### src/rtl/core/c_source_bracket_checker_top_macros.svh
// Assertion macros for the bracket checker stack unit.
`ifndef C_SOURCE_BRACKET_CHECKER_TOP_MACROS_SVH
`define C_SOURCE_BRACKET_CHECKER_TOP_MACROS_SVH

// A property that must hold at every clock edge outside reset.
`define CBC_ASSERT(label, clk, rst_n, prop, msg) \
  label: assert property (@(posedge clk) disable iff (!rst_n) (prop)) else $error(msg);

// A condition that implies a consequence at the next clock edge.
`define CBC_ASSERT_NEXT(label, clk, rst_n, ante, cons, msg) \
  label: assert property (@(posedge clk) disable iff (!rst_n) (ante) |=> (cons)) \
    else $error(msg);

`endif

### src/rtl/core/cbc_pkg.sv
package cbc_pkg;

  // Default number of openers that the stack can hold.
  localparam int unsigned STACK_DEPTH_DEF = 256;

  // Depth of the event queue between the lexer and the stack unit.
  localparam int unsigned EV_FIFO_DEPTH = 2;

  // Character codes that the lexer and the stack unit recognize.
  localparam logic [7:0] CHAR_LF     = 8'h0A;
  localparam logic [7:0] CHAR_DQUOTE = 8'h22;
  localparam logic [7:0] CHAR_SQUOTE = 8'h27;
  localparam logic [7:0] CHAR_LPAREN = 8'h28;
  localparam logic [7:0] CHAR_RPAREN = 8'h29;
  localparam logic [7:0] CHAR_STAR   = 8'h2A;
  localparam logic [7:0] CHAR_SLASH  = 8'h2F;
  localparam logic [7:0] CHAR_LBRACE = 8'h7B;
  localparam logic [7:0] CHAR_RBRACE = 8'h7D;

  localparam logic [15:0] LINE_FIRST = 16'd1;
  localparam logic [15:0] LINE_MAX   = 16'hFFFF;

  // Result status, also used as the sticky error kind.
  typedef enum logic [1:0] {
    STATUS_OK        = 2'd0,
    STATUS_UNMATCHED = 2'd1,
    STATUS_OVERFLOW  = 2'd2
  } status_e;

  // Bracket event passed from the lexer to the stack unit.
  typedef enum logic [2:0] {
    EV_NONE        = 3'd0,
    EV_OPEN_PAREN  = 3'd1,
    EV_OPEN_BRACE  = 3'd2,
    EV_CLOSE_PAREN = 3'd3,
    EV_CLOSE_BRACE = 3'd4
  } ev_kind_e;

  typedef struct packed {
    ev_kind_e    kind;
    logic        last;
    logic [15:0] line;
  } ev_t;

  // One stack entry: the kind of opener and the line it was on.
  typedef struct packed {
    logic        is_brace;
    logic [15:0] line;
  } entry_t;

  localparam int unsigned ENTRY_W = $bits(entry_t);

  // Words on the two channels.
  typedef struct packed {
    logic [7:0] text_byte;
    logic       end_of_text;
  } in_word_t;

  typedef struct packed {
    status_e     status;
    logic [7:0]  bracket_code;
    logic [15:0] line_number;
  } out_word_t;

endpackage

### src/rtl/core/cbc_lexer.sv
module cbc_lexer (
  input  logic             clk_i,
  input  logic             rst_ni,
  input  logic             in_valid_i,
  output logic             in_stall_o,
  input  cbc_pkg::in_word_t in_word_i,
  output logic             ev_valid_o,
  input  logic             ev_ready_i,
  output cbc_pkg::ev_t      ev_o
);

  import cbc_pkg::*;

  typedef enum logic [2:0] {
    MODE_CODE,
    MODE_LINE,
    MODE_BLOCK,
    MODE_CHAR,
    MODE_STR
  } mode_e;

  mode_e       mode_q, mode_d;
  logic        slash_q, slash_d;
  logic        star_q, star_d;
  logic [15:0] line_q, line_d;
  ev_kind_e    kind;
  logic        accept;
  logic [7:0]  b;

  assign b          = in_word_i.text_byte;
  assign accept     = in_valid_i && ev_ready_i;
  assign in_stall_o = !ev_ready_i;

  // Classify the byte and advance the comment and literal tracking.
  always_comb begin
    logic treat;
    mode_d = mode_q;
    slash_d = slash_q;
    star_d = star_q;
    line_d = line_q;
    kind = EV_NONE;
    treat = 1'b0;
    case (mode_q)
      MODE_LINE: begin
        if (b == CHAR_LF) mode_d = MODE_CODE;
      end
      MODE_BLOCK: begin
        if (star_q && b == CHAR_SLASH) begin
          mode_d = MODE_CODE;
          star_d = 1'b0;
        end else begin
          star_d = (b == CHAR_STAR);
        end
      end
      MODE_CHAR: begin
        if (b == CHAR_SQUOTE) mode_d = MODE_CODE;
      end
      MODE_STR: begin
        if (b == CHAR_DQUOTE) mode_d = MODE_CODE;
      end
      default: begin
        mode_d = MODE_CODE;
        treat = 1'b1;
        if (slash_q) begin
          slash_d = 1'b0;
          if (b == CHAR_SLASH) begin
            mode_d = MODE_LINE;
            treat = 1'b0;
          end else if (b == CHAR_STAR) begin
            mode_d = MODE_BLOCK;
            star_d = 1'b0;
            treat = 1'b0;
          end
        end
      end
    endcase
    // Plain code: comment starts, literal starts and brackets.
    if (treat) begin
      case (b)
        CHAR_SLASH:  slash_d = 1'b1;
        CHAR_SQUOTE: mode_d = MODE_CHAR;
        CHAR_DQUOTE: mode_d = MODE_STR;
        CHAR_LPAREN: kind = EV_OPEN_PAREN;
        CHAR_LBRACE: kind = EV_OPEN_BRACE;
        CHAR_RPAREN: kind = EV_CLOSE_PAREN;
        CHAR_RBRACE: kind = EV_CLOSE_BRACE;
        default: ;
      endcase
    end
    if (b == CHAR_LF && line_q != LINE_MAX) begin
      line_d = line_q + 16'd1;
    end
    // The last byte of a text returns the lexer to its starting state.
    if (in_word_i.end_of_text) begin
      mode_d = MODE_CODE;
      slash_d = 1'b0;
      star_d = 1'b0;
      line_d = LINE_FIRST;
    end
  end

  // Only brackets and the end of text are of interest downstream.
  assign ev_valid_o = accept && (kind != EV_NONE || in_word_i.end_of_text);
  assign ev_o.kind  = kind;
  assign ev_o.last  = in_word_i.end_of_text;
  assign ev_o.line  = line_q;

  always_ff @(posedge clk_i or negedge rst_ni) begin
    if (!rst_ni) begin
      mode_q <= MODE_CODE;
      slash_q <= 1'b0;
      star_q <= 1'b0;
      line_q <= LINE_FIRST;
    end else if (accept) begin
      mode_q <= mode_d;
      slash_q <= slash_d;
      star_q <= star_d;
      line_q <= line_d;
    end
  end

endmodule

### config.mk
export PLATFORM = sky130hd
export DESIGN_NAME = cbc_lexer
export DESIGN_NICKNAME = d
export VERILOG_FILES = /design/src/rtl/core/c_source_bracket_checker_top_macros.svh /design/src/rtl/core/cbc_pkg.sv /design/src/rtl/core/cbc_lexer.sv
export SDC_FILE = /design/constraint.sdc
export NUM_CORES = 1
export LEC_CHECK = 0
export BUFFER_PORTS_ARGS = -buffer_cell sky130_fd_sc_hd__clkbuf_2
export CORE_MARGIN = 1.5
export CORE_UTILIZATION = 40
export DETAILED_ROUTE_END_ITERATION = 16
export PLACE_DENSITY = 0.71
export SYNTH_ARGS = -nofsm -noshare
export SYNTH_HDL_FRONTEND = slang
export SYNTH_SLANG_ARGS = --single-unit
### constraint.sdc
create_clock -name clk_i -period 3.7 [get_ports clk_i]
set_input_delay 0.37 -clock clk_i [delete_from_list [all_inputs] [get_ports clk_i]]
set_output_delay 0.37 -clock clk_i [all_outputs]
set_load 0.05 [all_outputs]
; ---- Word-level counts from Yosys, hierarchy flattened
; Index checks and enable logic that the tools add are counted.
[word_totals]
latchBits = 0
wordCells = 64
memories = 0
input_bits = 13
register_bits = 21
out_inout_bits = 22
ram_bits = 0
romBits = 0
[op_classes]
n_lt_le_gt_ge = 0
multipliers = 0
div = 0
n_shift = 0
n_eq_ne = 16
mux = 29
reduce_logical = 14
bitwise_logic = 0
addsub = 1
[op_table]
columns = cell, count
row1 = == test 8 x 6 -> 1 bit (second input constant), 6
row2 = 2-to-1 mux 16 bit, 2
row3 = one-hot mux 3 bit (4 select lines), 2
row4 = 2-to-1 mux 3 bit, 7
row5 = adder 16 x 1 -> 16 bit (second input constant), 1
row6 = == test 8 x 7 -> 1 bit (second input constant), 2
row7 = != test 16 bit (second input constant), 1
row8 = 2-to-1 mux 1 bit, 13
row9 = nonzero test 3 bit, 3
row10 = == test 8 x 4 -> 1 bit (second input constant), 1
row11 = == test 3 x 2 -> 1 bit (second input constant), 2
row12 = 2-to-1 mux 2 bit, 3
row13 = one-hot mux 3 bit (2 select lines), 1
row14 = AND reduction 5 bit, 1
row15 = logical AND 1 bit, 4
row16 = OR reduction 4 bit, 1
row17 = == test 3 x 1 -> 1 bit (second input constant), 1
row18 = == test 3 bit (second input constant), 1
row19 = != test 3 x 2 -> 1 bit (second input constant), 1
row20 = OR reduction 3 bit, 1
row21 = != test 2 x 1 -> 1 bit (second input constant), 1
row22 = one-hot mux 1 bit (2 select lines), 1
row23 = AND reduction 2 bit, 1
row24 = nonzero test 2 bit, 1
row25 = 2 further kinds, 2

; ---- Depth between registers and ports, before layout
; Gate-level depths: netlist (run 1).
[depth]
word_depth = 9
ltp_mapped = 7
ltp_nobuf = 6

; ---- Least setup slack after synthesis (run 1)
; Ideal clock, no wire load.
[synth_path]
path_type = reg-to-output
startpoint = register mode_q[2]
endpoint = output ev_valid_o
required_time_ns = 3.330
n_path_buf = 1
path_stages_with_launch = 7
path_slack_ns = 0.018
arrival_ns = 3.312
cell_sequence = dfrtp_1 > buf_2 > inv_1 > xnor2_1 > nand4b_1 > nor4b_1 > o41a_1
[synth_lines]
columns = item, line_no
row1 = from (decl), cbc_lexer.sv:22  ; mode_e mode_q, mode_d;
row2 = from (signal assigned), cbc_lexer.sv:115  ; mode_q <= mode_d;
row3 = to (decl), cbc_lexer.sv:7  ; output logic ev_valid_o,

; ---- Worst setup path after layout (run 1)
[layout_path]
startpoint = register mode_q[2]
endpoint = output ev_valid_o
[layout_via]
elab_chain_cells = 7
word_cells_on_any_way = 10
classes_between = 4 x eq/ne / 2 x mux / 4 x reduce/logical
[layout_rtl]
columns = item, line_no
row1 = == test 3 bit (tied with other cells), cbc_lexer.sv:43  ; case (mode_q)
row2 = OR reduction 4 bit (no source line) (*), n/a
row3 = 2-to-1 mux 1 bit (*), cbc_lexer.sv:43
row4 = 2-to-1 mux 3 bit (*), cbc_lexer.sv:78  ; if (treat) begin
row5 = nonzero test 3 bit (*), cbc_lexer.sv:103  ; assign ev_valid_o = accept && (kind != EV_NONE || in_word_i.end_of_text);
row6 = logical OR 1 bit (*), cbc_lexer.sv:103
row7 = logical AND 1 bit (*), cbc_lexer.sv:103
; Every way passes the cells marked *; elsewhere a longest branch is shown, timed or not.

==> summary.txt, run 1 <==
status - completed
Max Cap Viol - 0
number of port buffers - 34
maximum clock path buffer count - 2
WP data arrival - 2.25 ns
gp weighted congestion - 0.853
core area - 0.00369 mm²
final worst setup slack - 1.08 ns
warnings from Yosys - 0
Total Power - 0.000503 W
Die Span X - 65 µm
Routed Antenna Nets - 0
Final Hold Fails - 0
PostCTS Resize Cnt - 0
critical path capture point type - output pin
min Tclk post-route - 2.62 ns
hpwl dp - 2450 µm
period utilisation layout - 70.8%
grt ovf - 0
Mapped Nets - 185
Synth Instances - 171
Most used DFF post-synth - dfrtp_1
total of hold buffers inserted after clock tree synthesis - 0
CTS tree - built
Vias - 1,419
net switching power - 0.000157 W
Root Buffer Master - clkbuf_8
share of layout cells above drive strength 1 - 27.8%
Die ar. - 0.00423 mm²
Post-Synthesis Mean Instance Area - 8.99 µm²
ys async rst share - 100%
Setup TNS - 0 ns
# rows - 22
Stages on worst setup path - 6
DRC viols - 0
Critical Path Max Stage Delay - 0.51 ns
Reg power frac - 50.1%
Clock Skews - 0.00109 ns
Synth area leader - dfrtp_1
I/O pin count - 35
antenna violations before repair - 0
critical path class - flip-flop to output pin
Fillers - 369
PwrDens - 286 mW/mm²
number of synthesized flops with an enable pin - 0
largest net degree at the start of global routing - 22
pre-CTS setup slack - 1.38 ns
wire length per cell - 13.4 µm
Synth top area share - 32.5%
router iterations before antenna repair - 4
CP max FO - 10
Clk pwr share - 29.7%
RSZ-0062 raised after global routing - false
Fmax achieved - 0.382 GHz
Tightest Pin Transition - 0.583 ns
maximum vdd drop - 0.000259 V
Iteration-0 DRC Markers - 54
Data required, critical path - 3.33 ns
Logic pwr share - 20.1%
CP top delay family - simple AND/OR/NAND/NOR gates
Rel. slew slack - 61.0%
Synth area leaders - dfrtp_1 33%, xnor2_1 4.0%, nand2_1 3.9%, o31ai_1 3.4%, nor2_1 2.9%
TritonCTS Buffers - 3
sw frac - 31.1%
total global-route track usage - 17.2%
Pins Over Slew Limit - 0
ANT cells - 0
Int Pwr - 0.000347 W
global-route wire length before repair - 5870 µm
clk_lat worst skew - 0.26 ns
post-synthesis cell area - 0.00154 mm²
CP max-delay cell - dfrtp_1
starting density of the core - 41.7%
register area share after synthesis - 34.3%
H-tree levels - 1
final setup fails - 0
Vert. Die Dim - 65 µm
Hold Crit Class - input port to async pin
library cells used by synthesis - 58
LEAKAGE - 0.728 nW
Worst Path Buf+Inv - 2
worst-case reg-to-reg path depth - 6
clk slew on worst S/H paths - 0.08 ns
Hold Slack - 0.0781 ns
flops & latches, synth - 21
total detailed-routing wirelength - 3300 µm
fin nets - 213
vias in the first global route - 1,272
vias per inst - 5.77
Post-CTS Setup Bufs - 0
clock sink count - 21
crit path cell chain - inv_1 > xnor2_1 > nand4b_1 > nor4b_1 > o41a_1 > clkbuf_2
Layout area overhead - 14.5%
crit path launch type - flip-flop
cells by family after synthesis:
family	synth area share (%)
and+or+nand+nor	35.5
DFF	34.3
adders and majority gates	0.814
muxes	2.03
xor gates and xnor gates	3.99
AOI/OAI and AO/OA	18.2
buffers and inverters	5.21
worst reg2reg max path, stage by stage, from the launching register on:
cell and delay, ns:
dfstp_2 0.58, ha_1 0.21, nand2_1 0.11, or3_1 0.42
nor4_1 0.40, xnor2_1 0.16, nor2_1 0.05
flip-flops by register name, indices dropped and copies added (netlist names):
register and flops:
line_q 16, mode_q 3, slash_q 1, star_q 1
worst paths after layout:
kind	endpoint	startpoint	slack [ns]
min reg2reg	star_q$_DFFE_PN0P_	star_q$_DFFE_PN0P_	0.56
max reg2reg	line_q[14]$_DFFE_PN0P_	line_q[0]$_DFFE_PN1P_	1.63
min	line_q[5]$_DFFE_PN0P_	rst_ni	0.08
min in group clk_i	slash_q$_DFFE_PN0P_	in_word_i[0]	0.46
max in group asynchronous	line_q[0]$_DFFE_PN1P_	rst_ni	3.26
max	ev_valid_o	mode_q[2]$_DFFE_PN0P_	1.08
layout by cell type (no fill, tap or decap), types with 5 or more instances in the layout:
cell type | Yosys | final
clkbuf_2 | 0 | 34
dfrtp_1 | 20 | 20
nand2_1 | 16 | 16
nor2_1 | 12 | 12
nand3_1 | 8 | 8
a21oi_1 | 8 | 8
inv_1 | 7 | 7
xnor2_1 | 7 | 7
o31ai_1 | 7 | 7
or4_1 | 6 | 6
nor4_1 | 5 | 5
routing by layer:
metal	global-route usage [%]	part of all wire [%]	vias to the layer above	wire length, µm
met2	27.6	46	27	1500
met1	24.3	50	680	1660
li1	-	-	710	-
met3	3.13	3.1	2	101
met5	0	0	-	0
met4	3.46	0.82	0	27
cells in the mapped netlist (5+ instances only):
cell type and count:
a21oi_1 8, buf_2 7, dfrtp_1 20, inv_1 7
nand2_1 16, nand3_1 8, nor2_1 12, nor4_1 5
o31ai_1 7, or4_1 6, xnor2_1 7
stage by stage:
stage          cell area, µm²  cells  utilization, %
4_1_cts                  1760    246            47.7
5_1_grt                  1760    246            47.7
2_1_floorplan            1540    171               -
3_3_place_gp             1710    242            46.5
6_report                 1760    246            47.7
3_5_place_dp             1710    242            46.5
power groups by stage:
stage	registers, W	logic [W]	clock network, W
after floorplan	0.000263	0.0000658	0
after global placement	0.000256	0.000100	0
after detailed placement	0.000256	0.000101	0
after CTS	0.000252	0.000101	0.000155
after global routing	0.000256	0.000113	0.000163
final	0.000252	0.000101	0.000149
area by class of cell:
cell class / count / area (µm²) / area share [%]
multi-input cells: 132 / 931 / 52.9
flip-flops and latches: 21 / 527 / 29.9
repair buffers: 34 / 170 / 9.67
well taps: 48 / 60.1 / 3.41
clock buffers: 3 / 41.3 / 2.35
inverters: 7 / 26.3 / 1.49
clock inverters: 1 / 5.00 / 0.284
(Power assumes the default switching activity.)
==> inputs of run 2 (changes only) <==
Settings changed: PLACE_DENSITY 0.71 to 0.73.
Clock period 3.7 ns to 2.3 ns, I/O delays scaled along.
==> run 2 against run 1 <==
  * Clock power increased by 66%
  * Wire length rose by 10%
  * Sequential share of layout area fell by 2.2 points
  * Flip-flop and latch count unchanged
  * Critical path depth did not move
  * Highest routed layer unchanged
==> summary.txt, run 2 (same netlist as run 1, synthesis figures left out) <==
antenna violations before repair - 0
vias per inst - 5.78
TritonCTS Buffers - 3
total global-route track usage - 18.5%
router iterations before antenna repair - 4
commonest non-fill, non-tap cell in the layout - clkbuf_2
Hold Crit Class - input port to flip-flop
H-tree levels - 1
wire length per cell - 14.4 µm
I/O pin count - 35
Root Buffer Master - clkbuf_8
LEAKAGE - 0.792 nW
CTS tree - built
crit path launch type - flip-flop
Final Hold Fails - 0
worst-case reg-to-reg path depth - 6
clk slew on worst S/H paths - 0.07 ns
Final Cell Area - 0.00191 mm²
clk_lat worst skew - 0.26 ns
Data required, critical path - 2.07 ns
Die Span X - 65 µm
fin nets - 220
Max Cap Viol - 0
Clock Skews - 0.00778 ns
vias in the first global route - 1,369
register area - 529 µm²
Total Power - 0.000853 W
Fmax achieved - 0.451 GHz
Largest Register - line_q
RSZ-0062 raised after global routing - true
global-route wire length before repair - 6170 µm
core area - 0.00369 mm²
WP data arrival - 1.99 ns
status - completed
number of port buffers - 34
maximum clock path buffer count - 2
final setup fails - 0
pre-CTS setup slack - 0.177 ns
total detailed-routing wirelength - 3640 µm
max FFs per register - 16
largest net degree at the start of global routing - 22
maximum vdd drop - 0.000376 V
Vert. Die Dim - 65 µm
Die ar. - 0.00423 mm²
PwrDens - 446 mW/mm²
starting density of the core - 41.7%
final worst setup slack - 0.0839 ns
Fillers - 361
gp weighted congestion - 0.761
Iteration-0 DRC Markers - 40
DRC viols - 0
Setup TNS - 0 ns
Routed Antenna Nets - 0
Rel. slew slack - 62.2%
period utilisation layout - 96.4%
min Tclk post-route - 2.22 ns
critical path class - flip-flop to output pin
Pins Over Slew Limit - 0
clock sink count - 21
ANT cells - 0
most frequent cells in the layout - 32 x clkbuf_2, 18 x dfrtp_1, 16 x nand2_1, 11 x nor2_1
hpwl dp - 2660 µm
Tightest Pin Transition - 0.567 ns
placed cell area - 0.00181 mm²
multi-input gate area in the final layout - 0.00101 mm²
share of layout cells above drive strength 1 - 34.1%
CP max FO - 6
# rows - 22
hold path depth - 2
critical path capture point type - output pin
grt ovf - 0
Layout area overhead - 24.3%
Vias - 1,462
Top Registers - line_q (16), mode_q (3)
-- run 2: changes by cell type in the layout (fill, tap and decap cells not counted), moves of 2 or more --
cell | previous run | this run
dfrtp_2 | 0 | 2
nor4_4 | 1 | 3
buf_4 | 0 | 6
dfrtp_1 | 20 | 18
nor4_1 | 5 | 3
clkbuf_2 | 34 | 32
-- run 2: layout make-up --
class	instances	area share (%)
sequential	21	27.7
inverter	7	1.37
timing repair buffer	41	12.4
tap	48	3.14
clock inverter	1	0.262
clock buffer	3	2.16
multi-input combinational	132	52.9
-- run 2: what timing repair did --
item / CTS / global route
endpoints found under the setup margin: 2 / 3
pin swaps: 3 / 4
hold buffers: 1 / 0
setup buffers: 0 / 2
endpoints found under the hold margin: 20 / 0
gates resized for setup: 2 / 8
-- run 2: metal layers --
layer / routed length [µm] / track usage, % / vias to the layer above
met5: 0 / 0 / -
met4: 43 / 5.32 / 0
li1: - / - / 725
met3: 168 / 3.30 / 4
met2: 1780 / 31.2 / 40
met1: 1640 / 24.1 / 693
-- run 2: path summary, 6_finish.rpt --
| kind | endpoint | start | slack (ns) |
|---|---|---|---|
| max in group asynchronous | mode_q[0]$_DFFE_PN0P_ | rst_ni | 1.44 |
| min in group asynchronous | line_q[6]$_DFFE_PN0P_ | rst_ni | 0.47 |
| max | ev_valid_o | mode_q[0]$_DFFE_PN0P_ | 0.08 |
| min | slash_q$_DFFE_PN0P_ | in_word_i[0] | 0.32 |
| min reg2reg | star_q$_DFFE_PN0P_ | star_q$_DFFE_PN0P_ | 0.56 |
| max reg2reg | line_q[14]$_DFFE_PN0P_ | line_q[0]$_DFFE_PN1P_ | 0.27 |
-- run 2: metrics by stage --
stage / util, % / std cells / hold slack [ns]
after global placement: 49.1 / 246 / 0.230
after detailed placement: 49.1 / 246 / 0.232
final: 51.8 / 253 / 0.322
after CTS: 50.8 / 251 / 0.317
after global routing: 51.8 / 253 / 0.360
after floorplan: - / 171 / -0.0656
-- run 2: where the power goes --
| group | switching [W] | internal (W) |
|---|---|---|
| registers | 0.0000152 | 0.000384 |
| logic | 0.000135 | 0.0000721 |
| clock network | 0.000126 | 0.000121 |
-- run 2: worst max-delay path, cell delays in order, from the launching register on --
cell and delay (ns):
dfrtp_2 0.45, nor2_4 0.19, xnor2_4 0.15, nand4b_1 0.26
nor4b_4 0.36, o41a_4 0.17, buf_8 0.14
