<file path="config.mk">
export PLATFORM = sky130hd
export DESIGN_NAME = cbc_event_fifo
export DESIGN_NICKNAME = d
export VERILOG_FILES = /design/src/rtl/core/c_source_bracket_checker_top_macros.svh /design/src/rtl/core/cbc_pkg.sv /design/src/rtl/core/cbc_event_fifo.sv
export SDC_FILE = /design/constraint.sdc
export NUM_CORES = 1
export LEC_CHECK = 0
export ABC_AREA = 1
export BUFFER_PORTS_ARGS = -buffer_cell sky130_fd_sc_hd__buf_2
export CAP_MARGIN = 20
export CORE_UTILIZATION = 51
export CTS_CLUSTER_SIZE = 8
export DETAILED_ROUTE_END_ITERATION = 10
export PLACE_DENSITY_LB_ADDON = 0.3
export SLEW_MARGIN = 20
export SYNTH_ARGS = -nofsm -noshare
export SYNTH_HDL_FRONTEND = slang
export SYNTH_SLANG_ARGS = --single-unit
</file>
<file path="constraint.sdc">
create_clock -name clk_i -period 2.1 [get_ports clk_i]
set_input_delay 0.42 -clock clk_i [delete_from_list [all_inputs] [get_ports clk_i]]
set_output_delay 0.42 -clock clk_i [all_outputs]
set_load 0.03 [all_outputs]
</file>
<file path="src/rtl/core/c_source_bracket_checker_top_macros.svh">
// Assertion macros for the bracket checker stack unit.
`ifndef C_SOURCE_BRACKET_CHECKER_TOP_MACROS_SVH
`define C_SOURCE_BRACKET_CHECKER_TOP_MACROS_SVH

// A property that must hold at every clock edge outside reset.
`define CBC_ASSERT(label, clk, rst_n, prop, msg) \
  label: assert property (@(posedge clk) disable iff (!rst_n) (prop)) else $error(msg);

// A condition that implies a consequence at the next clock edge.
`define CBC_ASSERT_NEXT(label, clk, rst_n, ante, cons, msg) \
  label: assert property (@(posedge clk) disable iff (!rst_n) (ante) |=> (cons)) \
    else $error(msg);

`endif

</file>
<file path="src/rtl/core/cbc_pkg.sv">
package cbc_pkg;

  // Default number of openers that the stack can hold.
  localparam int unsigned STACK_DEPTH_DEF = 256;

  // Depth of the event queue between the lexer and the stack unit.
  localparam int unsigned EV_FIFO_DEPTH = 2;

  // Character codes that the lexer and the stack unit recognize.
  localparam logic [7:0] CHAR_LF     = 8'h0A;
  localparam logic [7:0] CHAR_DQUOTE = 8'h22;
  localparam logic [7:0] CHAR_SQUOTE = 8'h27;
  localparam logic [7:0] CHAR_LPAREN = 8'h28;
  localparam logic [7:0] CHAR_RPAREN = 8'h29;
  localparam logic [7:0] CHAR_STAR   = 8'h2A;
  localparam logic [7:0] CHAR_SLASH  = 8'h2F;
  localparam logic [7:0] CHAR_LBRACE = 8'h7B;
  localparam logic [7:0] CHAR_RBRACE = 8'h7D;

  localparam logic [15:0] LINE_FIRST = 16'd1;
  localparam logic [15:0] LINE_MAX   = 16'hFFFF;

  // Result status, also used as the sticky error kind.
  typedef enum logic [1:0] {
    STATUS_OK        = 2'd0,
    STATUS_UNMATCHED = 2'd1,
    STATUS_OVERFLOW  = 2'd2
  } status_e;

  // Bracket event passed from the lexer to the stack unit.
  typedef enum logic [2:0] {
    EV_NONE        = 3'd0,
    EV_OPEN_PAREN  = 3'd1,
    EV_OPEN_BRACE  = 3'd2,
    EV_CLOSE_PAREN = 3'd3,
    EV_CLOSE_BRACE = 3'd4
  } ev_kind_e;

  typedef struct packed {
    ev_kind_e    kind;
    logic        last;
    logic [15:0] line;
  } ev_t;

  // One stack entry: the kind of opener and the line it was on.
  typedef struct packed {
    logic        is_brace;
    logic [15:0] line;
  } entry_t;

  localparam int unsigned ENTRY_W = $bits(entry_t);

  // Words on the two channels.
  typedef struct packed {
    logic [7:0] text_byte;
    logic       end_of_text;
  } in_word_t;

  typedef struct packed {
    status_e     status;
    logic [7:0]  bracket_code;
    logic [15:0] line_number;
  } out_word_t;

endpackage

</file>
<file path="src/rtl/core/cbc_event_fifo.sv">
module cbc_event_fifo (
  input  logic        clk_i,
  input  logic        rst_ni,
  input  logic        push_i,
  output logic        ready_o,
  input  cbc_pkg::ev_t push_ev_i,
  output logic        valid_o,
  input  logic        pop_i,
  output cbc_pkg::ev_t head_o
);

  import cbc_pkg::*;

  localparam int unsigned PW = (EV_FIFO_DEPTH > 1) ? $clog2(EV_FIFO_DEPTH) : 1;
  localparam int unsigned CW = $clog2(EV_FIFO_DEPTH + 1);

  ev_t           slot_q [EV_FIFO_DEPTH];
  logic [PW-1:0] wr_ptr_q, rd_ptr_q;
  logic [CW-1:0] count_q;

  assign ready_o = (count_q != CW'(EV_FIFO_DEPTH));
  assign valid_o = (count_q != '0);
  assign head_o  = slot_q[rd_ptr_q];

  // Event payload storage.
  always_ff @(posedge clk_i) begin
    if (push_i) begin
      slot_q[wr_ptr_q] <= push_ev_i;
    end
  end

  // Pointers and fill count.
  always_ff @(posedge clk_i or negedge rst_ni) begin
    if (!rst_ni) begin
      wr_ptr_q <= '0;
      rd_ptr_q <= '0;
      count_q <= '0;
    end else begin
      if (push_i) begin
        wr_ptr_q <= (wr_ptr_q == PW'(EV_FIFO_DEPTH - 1)) ? '0 : wr_ptr_q + PW'(1);
      end
      if (pop_i) begin
        rd_ptr_q <= (rd_ptr_q == PW'(EV_FIFO_DEPTH - 1)) ? '0 : rd_ptr_q + PW'(1);
      end
      if (push_i && !pop_i) begin
        count_q <= count_q + CW'(1);
      end else if (pop_i && !push_i) begin
        count_q <= count_q - CW'(1);
      end
    end
  end

endmodule

</file>
After elaboration in Yosys (flattened, before gate mapping)
Memories as Yosys holds them, arrays and structs flattened.
Index checks and enable logic that the tools add are counted.
{ "classes": {"add_sub_neg": 4, "eq_ne": 1, "mux": 6, "n_reduce_logical": 6} }
{ "ops": {"columns": ["operator", "n"], "rows": [
  ["$mux W1", 4],
  ["$mux W2", 2],
  ["$reduce_bool A2 Y1", 2],
  ["$add A1 B1 Y1 const B", 2],
  ["$add A2 B1 Y2 const B", 1],
  ["$logic_and A1 B1 Y1", 2],
  ["$logic_not A1 Y1", 2],
  ["$ne A2 B2 Y1 const B", 1],
  ["$sub A2 B1 Y2 const B", 1]
]} }
{ "word_totals": {"elab_cells": 21, "out_inout_bits": 22, "reg_bits": 4, "input_bits": 24, "memories": 1, "mem_bits_rw": 40} }
{ "memory_table": {"columns": ["name", "depth", "word_bits", "rd", "rd_clocked_by_memory_dff", "write_ports", "line", "rtl"], "rows": [
  ["slot_q", 2, 20, 1, 0, 1, "cbc_event_fifo.sv:17", "ev_t slot_q [EV_FIFO_DEPTH];"]
]} }

Logic depth before layout (Yosys ltp)
Gate-level depths: netlist of the first run.
{ "logic_depth": {"word_depth": 4, "depth_mapped": 7, "depth_no_buf": 7} }

Worst setup path after synthesis of the first run
OpenSTA, ideal clock, no wires.
{ "synth_timing": {"kind": "input to register", "from": "in push_i", "to": "mem slot_q[0][0] (netlist bit), enable pin", "path_slack_ns": 0.395, "path_buffers": 0, "setup_ns": 0.397, "path_stages": 2, "arrival_ns": 1.309, "path_cell_list": "inv_1 -> nor2_1"} }
{ "synth_between": {"elab_chain_len": 2} }
{ "synth_lines": {"columns": ["element", "line", "rtl"], "rows": [
  ["start: declaration", "cbc_event_fifo.sv:4", "input logic push_i,"],
  ["$mux W1", "cbc_event_fifo.sv:27", "if (push_i) begin"],
  ["$mux W1 (not written as such)", "cbc_event_fifo.sv:28", "slot_q[wr_ptr_q] <= push_ev_i;"],
  ["end: declaration", "cbc_event_fifo.sv:17", null]
]} }
No other way between the ends.

==> results summary, run 1 <==
The run finished with clean final reports. Wires add up to 2646 um. The combinational power share is 42.9%. The count of antenna diodes in the layout is 0. For the final database, setup skew stands at 8.280 ps. The ratio of final minimum period to clock period came out at 91.24%. The sum of net half-perimeters after detailed placement is 1964 um.

After routing, the total negative slack on setup checks comes to 0 ps. The worst path setup slack after routing is 183.9 ps. The critical path class is flip-flop to output pin. The largest net degree at the start of global routing came out at 15. The worst max-slew margin expressed relative to the limit came out at 83.40%. The congestion estimate from routability-driven global placement came to 0.6937. The horizontal die dimension came out at 60.19 um. The number of clock buffers added by TritonCTS is 5. The fraction of final layout cells with drive strength greater than 1 came out at 53.79%. The net count of the finished layout is 169. Data arrives at the worst endpoint at 1500 ps. Gates resized during post-CTS repair numbered 0. The worst register-to-register path has a depth of 2. Summed over all nets, the switching power comes to 1.036 mW. The finished layout cell area is 2095 sq um. The startpoint identified for the worst hold timing path is push_ev_i[16].

The longest clock path from root to sink contains 2 buffers. The average wire per standard cell is 14.00 um. The number of post-CTS setup repair buffers came out at 0. The internal power summed over all cells is 1.790 mW. Subtracting the final worst setup slack from the clock period gives 1916 ps.

The worst register-to-register path begins at wr_ptr_q$_DFFE_PN0P_. The detail route stage leaves a number of antenna-violating nets equal to 0. The initial antenna violation count was 0. The leakage power of the design is 0.8959 nW. The core region area is 3128 sq um.

The quantity of I/O buffers inserted on ports came out at 45. The slew at the pin closest to its max-slew limit is 248.9 ps. The area growth from synthesis to layout is 21.30%. The max-slew violation count is 0.

The post-cts hold buffer count came out at 1. The placed standard-cell area came out at 2032 sq um. The count of final hold-check violations came out at 0.

The detailed-router iteration count before antenna repair is 4. The starting density of the core came out at 55.20%. The maximum operating frequency came out at 521.9 MHz. The number of max-capacitance violations reported is 0. The routed layout has 892 vias. The power density relative to cell area is 1350 nW/um^2.

In this run the register-to-register setup slack is 1030 ps. TritonCTS built the clock tree. The clock network is responsible for 13.3% of the overall power. The clock tree synthesis step divided the H-tree into 2 levels. The number of global-route vias before repair is 919. The critical register-to-register path endpoint is slot_q[0][18]$_DFFE_PP_. STA classifies the critical path endpoint as an output pin. The total congestion overflow after global routing is 0. The worst ir drop on vdd is 0.0008560 V.

The clock reaches the later pin of the worst-skew pair after 350 ps. The critical path data required time is 1680 ps. In this run, flip-flops and latches consume 43.9% of the power. The die covers 3622 sq um. The post-detailed-route via-to-cell ratio is 4.720. The count of endpoints failing setup in the final report came out at 0. The netlist area before placement came out at 1727 sq um. The distinct cell type count of the synthesized netlist is 13. Along the worst path, the maximum fanout reaches 14. The tree is rooted in a clkbuf_4. The number of nets handed over by synthesis was 112. The Yosys warning count came out at 0. Pin placement for this block handled 46 I/O pins. Setup repair after global routing left no endpoint under its margin. The die height is 60.19 um. The worst hold path terminates at slot_q[1][16]$_DFFE_PP_. The number of remaining DRC errors came out at 0.

The global-route wire length before repair came out at 4029 um. In this run switching power makes up 36.67% of total power. The synthesized flop and latch total came out at 44. The total chip power came out at 2.827 mW. The share of synthesized area occupied by flip-flops and latches is 75.36%. The post-placement worst setup slack came out at 563.5 ps. The clock-pin slew of the registers on the worst-case setup and hold paths is 120 ps. The global-route usage over all layers is 16.74%. The clock sink count is 44. The number of DRC markers in iteration 0 is 21. The class of the worst hold path is primary input to flip-flop.

The number of standard-cell rows in the floorplan came out at 20. Along the worst hold path, the cell count comes to 1. The worst setup path is launched from a flip-flop. Synthesis produced 87 cells. The synthesized area per cell came out at 19.85 sq um.
[how the worst max path moves through the flow]
stage | from | endpoint | slack, ps
floorplan | push_i | slot_q[0][0]$_DFFE_PP_ | 390
global placement | rd_ptr_q$_DFFE_PN0P_ | head_o[18] | 600
detailed placement | rd_ptr_q$_DFFE_PN0P_ | head_o[16] | 560
CTS | rd_ptr_q$_DFFE_PN0P_ | head_o[16] | 160
global route | rd_ptr_q$_DFFE_PN0P_ | head_o[14] | 110
finish | rd_ptr_q$_DFFE_PN0P_ | head_o[14] | 180
[sequential cells by signal, summed over array words and instances (netlist names)]
register and flops:
slot_q 40, count_q 2, rd_ptr_q 1, wr_ptr_q 1
[cells in the final DEF (no fill, tap or decap), drive strengths merged, types with 2 or more instances in the layout]
cell	synthesis	layout
edfxtp	40	40
clkbuf	0	6
mux2	20	20
buf	2	51
dfrtp	4	4
xor2	2	2
nand2	7	7
inv	7	7
[logic make-up (layout without fill, tap and decap cells)]
family                   count (synthesis)  in the layout  share of synthesized area [%]
flip-flops                              44             44                          75.36
multiplexers                            20             20                          17.17
AND/OR/NAND/NOR                         10             10                          2.391
buffers and inverters                    9             67                          2.826
XOR/XNOR                                 3              3                          1.522
adder cells (fa/ha/maj)                  1              1                         0.7245
[synth_stat cells]
master	n	share of area [%]
buf_6	2	1.3
dfrtp_1	4	5.8
edfxtp_1	40	70
ha_1	1	0.72
inv_1	7	1.5
mux2_2	1	0.65
mux2_4	19	17
nand2_1	7	1.5
nand3_1	1	0.29
nand4_1	1	0.36
nor2_1	1	0.22
xnor2_1	1	0.51
xor2_1	2	1.0
[critical path, cell delays in order, from the launching register on]
cell,delay [ps]
dfrtp_1,370
buf_4,270
mux2_4,330
buf_2,180
[per-layer routing]
layer | track usage (%) | part of all wire (%)
met4 | 8.970 | 2.1
met2 | 30.14 | 54
met3 | 6.710 | 5.4
met5 | 0 | 0
met1 | 16.01 | 38
[per-stage QoR]
stage	utilization (%)	hold slack, ps	cells
final	66.96	251.2	189
after global routing	66.96	227.3	189
after CTS	66.96	235.5	189
after detailed placement	64.96	232.4	180
after global placement	64.96	227.1	180
after floorplan	-	124.4	87
[cell type report]
| type | count | area, sq um |
|---|---|---|
| fill | 225 | 1033 |
| timing repair buffer | 52 | 280.3 |
| tap | 44 | 55.05 |
| clock buffer | 6 | 41.29 |
| clock inverter | 2 | 11.26 |
| multi-input combinational | 34 | 379.1 |
| sequential | 44 | 1301 |
| inverter | 7 | 26.28 |
[power by group through the flow]
stage | Sequential (mW) | Clock [mW] | Combinational [mW]
6_report | 1.24 | 0.375 | 1.21
5_1_grt | 1.26 | 0.419 | 1.29
4_1_cts | 1.24 | 0.387 | 1.23
3_5_place_dp | 1.26 | 0 | 1.23
3_3_place_gp | 1.25 | 0 | 1.20
2_1_floorplan | 1.25 | 0 | 0.942
Note: power is estimated with default switching activity, not from simulation.
==> run 2, diff against run 1 <==
--- a/config.mk
+++ b/config.mk
@@ -6,11 +6,11 @@
 export NUM_CORES = 1
 export LEC_CHECK = 0
 export ABC_AREA = 1
-export BUFFER_PORTS_ARGS = -buffer_cell sky130_fd_sc_hd__buf_2
 export CAP_MARGIN = 20
-export CORE_UTILIZATION = 51
+export CORE_UTILIZATION = 55
 export CTS_CLUSTER_SIZE = 8
 export DETAILED_ROUTE_END_ITERATION = 10
+export DONT_BUFFER_PORTS = 1
 export PLACE_DENSITY_LB_ADDON = 0.3
 export SLEW_MARGIN = 20
 export SYNTH_ARGS = -nofsm -noshare
==> run 2 against run 1 <==
Compared with the run above:
- the run now ends with design-rule violations left
- sequential share of layout area up 7.5 points
- total power decreased by 2.7%
- setup slack improved by 160 ps
- largest power group unchanged
==> results summary, run 2 (synthesis results as in run 1) <==
Status: finished with violations (was finished, final reports clean). The final reports fail on design-rule violations. The fraction of final layout cells with drive strength greater than 1 came out at 32.32% (was 53.79%).

The worst path setup slack after routing is 345.0 ps (was 183.9 ps). The core region area came to 2853 sq um (was 3128 sq um). The total via count in the routed design was 751 (was 892). The met1 track utilization from global routing came out at 13.66% (was 16.01%). The critical path data required time is 1680 ps (about the same). The largest register by flop count is slot_q (unchanged). The ratio of final minimum period to clock period came out at 83.57% (was 91.24%).

The master cell of the clock root buffer is clkbuf_4 (unchanged). The startpoint of the lowest-slack hold path is pop_i (was push_ev_i[16]). The aggregate negative setup slack came out at 0 ps (unchanged).

The total routed wirelength is 2291 um (was 2646 um). The count of antenna diodes in the layout is 0 (unchanged). The worst max-slew margin expressed relative to the limit came out at 76.33% (was 83.40%).

The max-slew violation count is 0 (unchanged). The internal power summed over all cells came out at 1.784 mW (was 1.790 mW). The initial antenna violation count came out at 0 (unchanged).

The quantity of I/O buffers inserted on ports came to 0 (was 45). The net switching power figure came out at 965.6 uW (was 1.036 mW). The number of buffers on the longest clock path is 2 (unchanged). The largest net degree at the start of global routing is 14 (was 15). The horizontal die dimension came out at 58.03 um (was 60.19 um).

The maximum operating frequency is 569.8 MHz (was 521.9 MHz). The slew at the pin closest to its max-slew limit came out at 354.6 ps (was 248.9 ps). The number of remaining DRC errors came out at 3 (was 0). The slowest library cell on the worst path is mux2_4 (was dfrtp_1). The power density relative to cell area came to 1472 nW/um^2 (was 1350 nW/um^2).

The leakage power of the design came out at 0.7297 nW (was 0.8959 nW). The area growth from synthesis to layout is 8.188% (was 21.30%). The part of the total power dissipated in the clock network was 17.3% (was 13.3%). The number of flip-flops in the largest register came out at 40 (unchanged). The global-route usage over all layers was 14.72% (was 16.74%). The highest cell delay on the worst timing path came out at 380 ps (was 370 ps). The count of final hold-check violations came to 0 (unchanged). The clock tree from TritonCTS is built (unchanged). The number of nets in the layout came out at 123 (was 169). The combinational power share is 37.8% (was 42.9%). The data arrival time at the worst-slack endpoint came out at 1340 ps (was 1500 ps). Critical path, cell by cell: buf_4, mux2_4 (was buf_4, mux2_4, buf_2). The count of cells along the worst register-to-register path came out at 3 (was 2). The number of max-capacitance violations reported is 0 (unchanged). The startpoint class of the critical path was a flip-flop (unchanged). The area enclosed by the die boundary came out at 3367 sq um (was 3622 sq um). The class of the worst hold path is primary input to flip-flop (unchanged). The post-detailed-route via-to-cell ratio is 5.777 (was 4.720). The detailed-router iteration count before antenna repair is 7 (was 4). The number of cells on the worst hold path is 1 (unchanged).

The average wire per standard cell came out at 17.62 um (was 14.00 um). The CTS buffer count is 5 (unchanged). The peak fanout along the critical path is 13 (was 14). The sum of net half-perimeters after detailed placement came to 1657 um (was 1964 um). The switching share of power is 35.11% (was 36.67%). The layer with the highest usage after global routing is met2 (unchanged). The H-tree depth reported by CTS was 2 (unchanged).

The number of top-level pins is 46 (unchanged). The count of endpoints failing setup in the final report is 0 (unchanged). The endpoint with the worst hold slack is rd_ptr_q$_DFFE_PN0P_ (was slot_q[1][16]$_DFFE_PP_). The starting density of the core was 60.53% (was 55.20%).

The most common library cell in the layout ignoring fill and taps is edfxtp_1 (was buf_2). The critical path class is flip-flop to output pin (unchanged). The routing usage on met3 came out at 8.482% (was 6.710%).

The setup clock skew after layout is 5.994 ps (was 8.280 ps). The global-route wire length before repair came out at 3318 um (was 4029 um). The total congestion overflow after global routing came out at 0 (unchanged). The worst ir drop on vdd was 0.0007839 V (was 0.0008560 V). The post-placement worst setup slack came out at 711.0 ps (was 563.5 ps).

The nature of the critical path endpoint is an output pin (unchanged). The sequential group share of total power is 44.9% (was 43.9%). The internal reg-to-reg setup slack is 780 ps (was 1030 ps). The number of standard-cell rows in the floorplan was 19 (was 20). Commonest cells after routing, fill and taps aside: edfxtp_1, mux2_4, inv_1, nand2_1 (was buf_2, edfxtp_1, mux2_4, inv_1, nand2_1). RSZ-0062 raised after global routing: no (unchanged).

The minimum clock period after layout is 1755 ps (was 1916 ps). The number of post-CTS setup repair buffers came to 0 (unchanged). The critical register-to-register path endpoint is slot_q[1][2]$_DFFE_PP_ (was slot_q[0][18]$_DFFE_PP_). Largest registers: slot_q (40), count_q (2) (unchanged).

The number of global-route vias before repair is 758 (was 919). The final estimated routing congestion in global placement was 0.6272 (was 0.6937). The die height is 58.03 um (was 60.19 um). The reg-to-reg critical path startpoint is wr_ptr_q$_DFFE_PN0P_ (unchanged). The remaining antenna violation count came out at 0 (unchanged).

The worst-skew pair later-pin latency came out at 340 ps (was 350 ps). The clock-pin slew of the registers on the worst-case setup and hold paths came to 100 ps (was 120 ps). The global routing met2 resource utilization came out at 24.63% (was 30.14%). The number of DRC markers in iteration 0 is 12 (was 21). The clock sink count is 44 (unchanged).
==> run 2: cell count changes in the layout (fill, tap and decap cells not counted), sizes merged <==
cell      before  now
buf           51    5
bufinv         0    1
clkbuf         6    5
clkinv         1    2
clkinvlp       1    0
==> run 2: stage by stage <==
step                      util (%)  std cells  power, mW  hold WS (ps)  instance area, sq um
after global routing         65.48        130      2.866         128.5                  1868
after detailed placement     62.50        121      2.309         124.5                  1783
after floorplan                  -         87      2.188         124.4                  1727
final                        65.48        130      2.750         156.5                  1868
after CTS                    65.48        130      2.787         145.2                  1868
after global placement       62.50        121      2.279         124.5                  1783
==> run 2: cell type report <==
type	count	area, sq um
clock buffers	5	37.54
clock inverters	3	37.54
fillers	205	984.7
inverters	7	26.28
multi-input cells	34	379.1
flip-flops and latches	44	1301
well taps	31	38.79
repair buffers	6	47.55
==> run 2: worst max-delay path: cells and delay by family, from the launching register on <==
kind                   cells  cell delay (ps)
multiplexers               1              380
flip-flops                 1              360
buffers and inverters      1              260
==> run 2: repair_timing <==
action,4_1_cts,5_1_grt
hold buffers,1,0
endpoints found under the hold margin,4,0
resized for setup,0,0
setup endpoints to repair,0,0
==> run 2: worst max-delay path by stage <==
| stage | cells after the start | startpoint | slack (ps) | end |
|---|---|---|---|---|
| CTS | 2 | rd_ptr_q$_DFFE_PN0P_ | 320 | head_o[15] |
| global route | 2 | rd_ptr_q$_DFFE_PN0P_ | 290 | head_o[15] |
| global placement | 2 | rd_ptr_q$_DFFE_PN0P_ | 720 | head_o[9] |
| detailed placement | 2 | rd_ptr_q$_DFFE_PN0P_ | 710 | head_o[15] |
| floorplan | 2 | push_i | 390 | slot_q[0][0]$_DFFE_PP_ |
| finish | 2 | rd_ptr_q$_DFFE_PN0P_ | 340 | head_o[12] |
==> run 2: per-layer routing <==
metal	share of wire, %	up-vias	wire length [um]
met5	0	-	0
met4	2.6	0	59
met3	11	8	263
met2	52	39	1186
met1	34	360	782
li1	-	344	-
==> run 2: power groups by stage <==
stage               clock network (mW)  logic, mW  registers, mW
floorplan                            0      0.942           1.25
global placement                     0       1.03           1.25
finish                           0.476       1.04           1.23
global route                     0.528       1.09           1.25
CTS                              0.494       1.06           1.24
detailed placement                   0       1.05           1.26
==> run 3, diff against run 2 <==
==> constraint.sdc (replaced) <==
create_clock -name clk_i -period 1.65 [get_ports clk_i]
set_input_delay 0.33 -clock clk_i [delete_from_list [all_inputs] [get_ports clk_i]]
set_output_delay 0.33 -clock clk_i [all_outputs]
set_load 0.03 [all_outputs]
==> run 3 against run 2 <==
Compared with the run above:
- the run ends with design-rule violations, negative setup slack left
- die area is the same
- core utilization grew 0.35 points
- count of clock-buffer cells in the layout grew 3
- clock power shrank 2%
- register-to-register slack lost 310 ps
- hold slack lost 97 ps
- final area grew 0.54%
- flip-flop and latch count is the same
- wire length is essentially flat
- via count shrank 0.40%
- clock skew grew 1.3 ps
- sequential share of layout area shrank 0.30 points
- largest cell class unchanged
- largest power group unchanged
==> results summary, run 3 (synthesis results as in run 1) <==
The post-placement worst setup slack is 248.3 ps (was 711.0 ps). The final-layout fill cell count is 209 (was 205). The startpoint class of the critical path was a flip-flop (unchanged). The quantity of I/O buffers inserted on ports was 0 (unchanged). The post-detailed-route via-to-cell ratio came out at 5.667 (was 5.777). The sequential group share of total power is 46.1% (was 44.9%).

The fraction of final layout cells with drive strength greater than 1 came out at 33.66% (was 32.32%). The clock-pin slew of the registers on the worst-case setup and hold paths is 100 ps (about the same). The placed instance count is 122 (was 121).

The total congestion overflow after global routing came out at 0 (unchanged). The number of nets in the layout is 125 (was 123). The critical path class was flip-flop to output pin (unchanged). The total area of multi-input combinational cells came out at 379.1 sq um (unchanged). RSZ-0062 raised after global routing: yes (was no). The setup clock skew after layout came out at 7.249 ps (was 5.994 ps). Critical path, cell by cell: buf_8, mux2_4 (was buf_4, mux2_4). The horizontal die dimension was 58.03 um (unchanged). The global-route usage over all layers came out at 15.72% (was 14.72%). Violated checks: design-rule violations, negative setup slack (was design-rule violations). The CTS buffer count came out at 5 (unchanged). The data arrival time at the worst-slack endpoint came out at 1320 ps (was 1340 ps). The utilization after layout came out at 65.83% (was 65.48%). The minimum clock period after layout came out at 1650 ps.

The number of remaining DRC errors came to 2 (was 3). The initial antenna violation count is 0 (unchanged). The clock sink count was 44 (unchanged). The number of DRC markers in iteration 0 came out at 26 (was 12). The master cell of the clock root buffer is clkbuf_4 (unchanged).

Commonest cells after routing, fill and taps aside: edfxtp_1, mux2_4, inv_1, nand2_1 (unchanged). The combinational power share came out at 40.4% (was 37.8%). The clock tree from TritonCTS is built (unchanged). The class of the worst hold path is primary input to flip-flop (unchanged). The number of max-capacitance violations reported came out at 0 (unchanged). The slowest library cell on the worst path is dfrtp_2 (was mux2_4). The net switching power figure came out at 1.247 mW (was 965.6 uW). The area enclosed by the die boundary came to 3367 sq um (unchanged). The number of buffers on the longest clock path came out at 2 (unchanged).

The switching share of power is 36.14% (was 35.11%). The final estimated routing congestion in global placement is 0.5846 (was 0.6272). The worst path setup slack after routing came out at -0.2416 ps (was 345.0 ps). The count of endpoints failing setup in the final report is 3 (was 0). The detailed-router iteration count before antenna repair came out at 7 (unchanged). The worst max-slew margin expressed relative to the limit is 80.86% (was 76.33%). The global-route wire length before repair was 3560 um (was 3318 um). The slew at the pin closest to its max-slew limit came to 286.5 ps (was 354.6 ps). The sum of net half-perimeters after detailed placement was 1620 um (was 1657 um).

The number of cells in the finished layout apart from fillers is 132 (was 130). The number of global-route vias before repair was 768 (was 758). The internal power summed over all cells came out at 2.204 mW (was 1.784 mW). The remaining antenna violation count came to 0 (unchanged). The die height came out at 58.03 um (unchanged). The leakage power of the design came out at 0.7322 nW (was 0.7297 nW). The area growth from synthesis to layout came out at 8.768% (was 8.188%). The count of antenna diodes in the layout was 0 (unchanged).

The worst ir drop on vdd was 0.001006 V (was 0.0007839 V). The H-tree depth reported by CTS is 2 (unchanged). The average wire per standard cell is 17.35 um (was 17.62 um).

The number of standard-cell rows in the floorplan came out at 19 (unchanged). The core region area is 2853 sq um (unchanged). The nature of the critical path endpoint was an output pin (unchanged). Static timing analysis puts the maximum clock frequency at 606.0 MHz.

The part of the total power dissipated in the clock network is 13.5% (was 17.3%). The starting density of the core is 60.53% (unchanged). The largest net degree at the start of global routing came to 13 (was 14). The number of top-level pins is 46 (unchanged).

The critical path data required time came to 1320 ps (was 1680 ps). The highest cell delay on the worst timing path came to 460 ps (was 380 ps). The sequential cell area in the final layout came to 1303 sq um (was 1301 sq um). The most common library cell in the layout ignoring fill and taps is edfxtp_1 (unchanged). Status: finished with violations (unchanged). The total routed wirelength came out at 2290 um (was 2291 um). The peak fanout along the critical path came out at 9 (was 13).

The max-slew violation count is 0 (unchanged). The largest register by flop count is slot_q (unchanged). Largest registers: slot_q (40), count_q (2) (unchanged). The count of final hold-check violations is 0 (unchanged). The number of flip-flops in the largest register is 40 (unchanged).

The total via count in the routed design came to 748 (was 751). The power density relative to cell area came out at 1838 nW/um^2 (was 1472 nW/um^2). The worst-skew pair later-pin latency was 340 ps (about the same). The ratio of final minimum period to clock period is 100.0%.
[run 3: cell count changes in the layout (fill, tap and decap cells not counted)]
cell / delta
clkinv_1: -2
dfrtp_2: +1
dfrtp_1: -1
buf_8: +1
bufinv_16: -1
buf_12: +1
clkbuf_1: +3
[run 3: through the flow]
| stage | area (sq um) | setup TNS [ps] | total power [mW] | hold slack, ps |
|---|---|---|---|---|
| detailed placement | 1803 | 0 | 2.987 | 34.54 |
| finish | 1878 | -0.6579 | 3.452 | 59.64 |
| global route | 1878 | -923.6 | 3.602 | 29.93 |
| global placement | 1803 | 0 | 2.948 | 34.53 |
| CTS | 1878 | -435.7 | 3.496 | 41.09 |
| floorplan | 1729 | 0 | 2.788 | 34.41 |
[run 3: critical path, delay by kind of cell (launching register included)]
kind,cells,cell delay [ps]
DFF,1,460
muxes,1,350
buffers and inverters,1,170
[run 3: layout make-up]
cell class / instances / share of cell area, %
Clock buffer: 8 / 2.598
Inverter: 7 / 1.399
Multi-Input combinational cell: 34 / 20.19
Sequential cell: 44 / 69.35
Tap cell: 31 / 2.065
Timing Repair Buffer: 8 / 4.397
[run 3: repair_timing]
action / CTS / global route
buffers inserted: 1 / 0
resized for setup: 3 / 0
endpoints found under the hold margin: 4 / 0
gates cloned: 0 / 0
hold buffers: 1 / 0
setup endpoints to repair: 19 / 19
[run 3: metal layers]
| metal | GRT usage [%] | share of wire, % | vias to the layer above | wire length, um |
|---|---|---|---|---|
| met5 | 0 | 0 | - | 0 |
| met4 | 12.24 | 2.0 | 0 | 46 |
| met3 | 6.027 | 9.0 | 5 | 206 |
| met2 | 23.65 | 49 | 32 | 1127 |
| met1 | 18.14 | 40 | 365 | 910 |
| li1 | - | - | 346 | - |
[run 3: power by group through the flow]
stage / Combinational, mW / Sequential, mW / Clock [mW]
finish: 1.39 / 1.59 / 0.466
global route: 1.47 / 1.61 / 0.522
CTS: 1.41 / 1.59 / 0.488
detailed placement: 1.37 / 1.62 / 0
global placement: 1.35 / 1.60 / 0
floorplan: 1.20 / 1.59 / 0
[run 3: worst paths after layout]
kind	to	start	cells after the start	slack [ps]
setup / recovery	head_o[13]	rd_ptr_q$_DFFE_PN0P_	2	-0.2
hold / removal	rd_ptr_q$_DFFE_PN0P_	pop_i	1	60
setup reg to reg	slot_q[1][11]$_DFFE_PP_	wr_ptr_q$_DFFE_PN0P_	3	470
hold reg to reg	wr_ptr_q$_DFFE_PN0P_	wr_ptr_q$_DFFE_PN0P_	1	520
max in group asynchronous	rd_ptr_q$_DFFE_PN0P_	rst_ni	1	1220
min in group asynchronous	wr_ptr_q$_DFFE_PN0P_	rst_ni	1	240
